`src/sv/pee_pkg.sv`:
```
// Shared types and constants for the postfix expression evaluator.
// Holds character codes, state machine encodings and the command/status structs.
// No dependencies; pee_alu, pee_datapath, pee_ctrl and the top level import it.
package pee_pkg;

    localparam int DATA_W = 32;
    localparam int CHAR_W = 8;
    localparam int CCNT_W = 7;

    localparam logic [CHAR_W-1:0] CH_END  = 8'h00;
    localparam logic [CHAR_W-1:0] CH_ZERO = 8'h30;
    localparam logic [CHAR_W-1:0] CH_NINE = 8'h39;
    localparam logic [CHAR_W-1:0] OP_ADD  = 8'h2B;
    localparam logic [CHAR_W-1:0] OP_SUB  = 8'h2D;
    localparam logic [CHAR_W-1:0] OP_MUL  = 8'h2A;
    localparam logic [CHAR_W-1:0] OP_DIV  = 8'h2F;
    localparam logic [CHAR_W-1:0] OP_POW  = 8'h5E;
    localparam logic [CHAR_W-1:0] OP_MOD  = 8'h25;

    typedef enum logic [2:0] {
        C_IDLE,
        C_POPX,
        C_POPY,
        C_CALC,
        C_WAIT,
        C_FPOP,
        C_FOUT
    } ctrl_state_t;

    typedef enum logic [2:0] {
        A_IDLE,
        A_DIV,
        A_DFIX,
        A_PMUL,
        A_PSQR,
        A_DONE
    } alu_state_t;

    typedef struct packed {
        logic push_digit;
        logic latch_op;
        logic pop;
        logic capture_x;
        logic start_alu;
        logic push_result;
        logic load_out;
        logic clear_expr;
    } pee_cmd_t;

    typedef struct packed {
        logic alu_done;
        logic out_valid;
    } pee_sts_t;

    function automatic logic is_digit(input logic [CHAR_W-1:0] c);
        return (c >= CH_ZERO) && (c <= CH_NINE);
    endfunction

endpackage

```
`src/sv/pee_ctrl.sv`:
```
// Controller of the postfix expression evaluator: sequences digit pushes,
// operator pops and evaluation, and the end-of-expression result transfer.
// Depends on pee_pkg.
module pee_ctrl #(
    parameter int MAX_CHARS = 80
) (
    input  logic                clk,
    input  logic                rst_n,
    input  logic                in_valid,
    output logic                in_ready,
    input  logic [7:0]          char_code,
    input  logic                out_ready,
    input  pee_pkg::pee_sts_t   sts,
    output pee_pkg::pee_cmd_t   cmd,
    output logic                out_valid
);
    import pee_pkg::*;

    localparam logic [CCNT_W-1:0] MAX_CNT = CCNT_W'(MAX_CHARS);

    ctrl_state_t       state_reg, state_next;
    logic [CCNT_W-1:0] ccnt_reg, ccnt_next;
    logic              fin_reg, fin_next;
    logic              out_valid_reg, out_valid_next;

    logic              accept;
    logic [CCNT_W-1:0] ccnt_inc;
    logic              limit_hit;

    assign ccnt_inc  = ccnt_reg + CCNT_W'(1);
    assign limit_hit = (ccnt_inc >= MAX_CNT);
    assign accept    = in_valid && in_ready;

    always_comb
    begin
        state_next = state_reg;
        ccnt_next  = ccnt_reg;
        fin_next   = fin_reg;
        cmd        = '0;
        in_ready   = 1'b0;

        unique case (state_reg)
            C_IDLE:
            begin
                in_ready = 1'b1;
                if (accept)
                begin
                    if (char_code == CH_END)
                    begin
                        state_next = C_FPOP;
                    end
                    else if (is_digit(char_code))
                    begin
                        cmd.push_digit = 1'b1;
                        ccnt_next      = ccnt_inc;
                        if (limit_hit)
                        begin
                            state_next = C_FPOP;
                        end
                    end
                    else
                    begin
                        cmd.latch_op = 1'b1;
                        ccnt_next    = ccnt_inc;
                        fin_next     = limit_hit;
                        state_next   = C_POPX;
                    end
                end
            end
            C_POPX:
            begin
                cmd.pop    = 1'b1;
                state_next = C_POPY;
            end
            C_POPY:
            begin
                cmd.capture_x = 1'b1;
                cmd.pop       = 1'b1;
                state_next    = C_CALC;
            end
            C_CALC:
            begin
                cmd.start_alu = 1'b1;
                state_next    = C_WAIT;
            end
            C_WAIT:
            begin
                if (sts.alu_done)
                begin
                    cmd.push_result = 1'b1;
                    state_next      = fin_reg ? C_FPOP : C_IDLE;
                end
            end
            C_FPOP:
            begin
                cmd.pop    = 1'b1;
                state_next = C_FOUT;
            end
            C_FOUT:
            begin
                if (!sts.out_valid || out_ready)
                begin
                    cmd.load_out   = 1'b1;
                    cmd.clear_expr = 1'b1;
                    ccnt_next      = '0;
                    fin_next       = 1'b0;
                    state_next     = C_IDLE;
                end
            end
            default: state_next = C_IDLE;
        endcase
    end

    always_comb
    begin
        out_valid_next = out_valid_reg;
        if (cmd.load_out)
        begin
            out_valid_next = 1'b1;
        end
        else if (out_ready)
        begin
            out_valid_next = 1'b0;
        end
    end

    always_ff @(posedge clk or negedge rst_n)
    begin
        if (!rst_n)
        begin
            state_reg     <= C_IDLE;
            ccnt_reg      <= '0;
            fin_reg       <= 1'b0;
            out_valid_reg <= 1'b0;
        end
        else
        begin
            state_reg     <= state_next;
            ccnt_reg      <= ccnt_next;
            fin_reg       <= fin_next;
            out_valid_reg <= out_valid_next;
        end
    end

    assign out_valid = out_valid_reg;

endmodule

```
`config.mk`:
```
export PLATFORM = sky130hd
export DESIGN_NAME = pee_ctrl
export DESIGN_NICKNAME = d
export VERILOG_FILES = /design/src/sv/pee_pkg.sv /design/src/sv/pee_ctrl.sv
export SDC_FILE = /design/constraint.sdc
export NUM_CORES = 1
export LEC_CHECK = 0
export ABC_AREA = 1
export BUFFER_PORTS_ARGS = -buffer_cell sky130_fd_sc_hd__buf_2
export CAP_MARGIN = 20
export CORE_MARGIN = 2
export CORE_UTILIZATION = 35
export DETAILED_ROUTE_END_ITERATION = 16
export PLACE_DENSITY_LB_ADDON = 0.12
export SYNTH_ARGS = -nofsm -noshare
export SYNTH_HDL_FRONTEND = slang
export SYNTH_SLANG_ARGS = --single-unit
```
`constraint.sdc`:
```
create_clock -name clk -period 3.3 [get_ports clk]
set_input_delay 0.66 -clock clk [delete_from_list [all_inputs] [get_ports clk]]
set_output_delay 0.66 -clock clk [all_outputs]
set_load 0.02 [all_outputs]
```
==> qor.txt <==
critical path class: flip-flop to output pin
Final Max Slew Viols: 0
CTS buffer count: 3
kind of end point of the critical path: output pin
peak supply drop: 433.3 µV
Placed Area: 1047 µm²
Synth Flop Type: dfrtp_1
H-tree depth: 1
RSZ-0062 raised after global routing: false
initial antenna violation count: 0
Final ANT Viol Nets: 0
max_cap viols: 0
largest family of logic cells by synthesized area: simple AND/OR/NAND/NOR gates
vias in the first global route: 768
CTS sink cnt: 12
routed len/inst: 9.588 µm
Final nets: 173
Final HPWL DP: 1477 µm
Std-Cell Rows: 18
post-synthesis compound-gate area fraction: 7.565%
Worst-Margin Slew: 322.9 ps
Synth area leader: dfrtp_1
clk_skew: 2.645 ps
multi-input logic area: 494.2 µm²
Mapped Area: 909.6 µm²
Max clock buf depth: 2
static leakage: 0.0006438 µW
net count after synthesis: 147
Synth Instances: 132
Diodes inserted: 0
layout cell share with drive strength beyond 1: 32.48%
synth warn: 0
flops & latches, synth: 12
mux cell area share after synthesis: 0%
Synth Area in Simple Gates: 43.47%
Detailed Routing Iterations Pass 1: 3
Setup TNS Final: 0 ps
share of the synthesized area in the top cell type: 33.01%
Syn-to-layout area delta: 19.12%
Hold Crit Class: input pin to async pin
Placed Instances: 183
final cell count without fillers: 187
CTS tree: built
sequential-to-total area share from yosys stat: 33.01%
Synth Area in Adders: 1.376%
Mean Syn Cell Area: 6.891 µm²
outcome: completed
setup repair bufs after CTS: 0
r2r worst-path depth: 12
min Tclk post-route: 2290 ps
placer congestion estimate: 0.8107
r2r setup slk: 1760 ps
hold_buf cts: 0
Sequential cell area: 300.3 µm²
GRT overflow: 0
Clock Latency Late Sink: 280 ps
core area: 2477 µm²
drc violations: 0
Die H: 54.98 µm
Synth async-reset ratio: 100.0%
post-cts gate resize count: 0
Yosys cell types: 25
CP startpoint kind: flip-flop
synth cell count leaders: nand2_1, inv_1, dfrtp_1, nand3_1, nor2_1
Port Buffers: 23
Setup violations, final: 0
first-pass GRT wire length: 3160 µm
Initial Util: 36.72%
clock transition at the registers of the reported paths: 80 ps
RR Startpoint: ccnt_reg[1]
crit path DAT: 1630 ps
f_max: 436.8 MHz
Root Buffer: clkbuf_4
Post-synth EDFFs: 0
period utilization: 69.38%
top-count cell post-synth: nand2_1
worst-path maximum fanout: 6
Vias: 834
Area contributors post-synth: dfrtp_1, nand2_1, inv_1
DRT iter0 DRCs: 8
die width: 54.98 µm
PwrDens: 834.0 nW/µm²
Via-to-Cell Ratio: 4.460
fin area: 1084 µm²
Fin. Hold Viols: 0
R2R Path End: state_reg[2]
final wirelength: 1793 µm
xor/xnor share of the synthesized area: 1.926%
GRT Util Overall: 15.02%
Fill cells: 270
Largest register FFs: 7
Critical Path RT: 2640 ps
largest net degree at the start of global routing: 13
I/O Pins: 24
die area: 3023 µm²
relative slew slack: 78.47%
## how the worst max path moves through the flow
stage	start	end	slack, ps	cells past startpoint
2_1_floorplan	char_code[7]	cmd[7]	1280	5
3_3_place_gp	char_code[7]	cmd[7]	1170	7
3_5_place_dp	char_code[7]	cmd[7]	1120	7
4_1_cts	state_reg[1]	cmd[6]	970	8
5_1_grt	state_reg[1]	cmd[6]	900	8
6_report	state_reg[1]	cmd[6]	1010	8
## cell type report
cell class	count	area share, %
sequential	12	27.71
tap	30	3.464
multi-input combinational	92	45.61
timing repair buffer	23	10.62
clock buffer	4	3.349
inverter	26	9.238
## power breakdown
group	leakage [µW]	switching (µW)	internal, µW
Combinational	0.000467	320	181
Sequential	0.000156	72.3	212
Clock	0.0000210	51.8	67.1
Total	0.000644	444	460
## critical path, cell delays in order (launching register included)
cell and delay (ps):
dfrtp_1 440, inv_2 110, nand2_2 80, nor2_4 170
inv_2 90, nor2_2 110, nand2_2 70, nor2_4 100
buf_2 170
## metrics by stage
| stage | setup WS, ps | hold WS, ps | utilization, % | total power (µW) |
|---|---|---|---|---|
| after floorplan | 1276 | 364.4 | - | 678.6 |
| after global placement | 1165 | 465.1 | 42.27 | 788.2 |
| after detailed placement | 1124 | 471.7 | 42.27 | 796.6 |
| after CTS | 971.1 | 253.6 | 43.74 | 919.7 |
| after global routing | 897.1 | 257.8 | 43.74 | 1000 |
| final | 1010 | 245.2 | 43.74 | 903.6 |
## logic make-up after synthesis
logic type / Yosys count
xor+xnor: 2
flops: 12
fa+ha+maj: 1
simple gates: 79
compound gates: 10
buf+inv: 28
## routing by layer
metal | part of all wire, % | global-route usage [%] | vias up
met2 | 48 | 25.99 | 13
met1 | 46 | 17.47 | 366
met4 | 1.1 | 4.878 | 0
met5 | 0 | 0 | -
met3 | 4.5 | 4.839 | 5
li1 | - | - | 450
## layout by cell type (no fill, tap or decap), drive strengths merged
master	instances
buf	23
nand2	46
dfrtp	12
a21oi	2
nor2	16
o21ai	8
clkbuf	4
nor3b	1
nor3	3
xnor2	1
inv	26
nand3	13
ha	1
xor2	1
(Power assumes the default switching activity.)
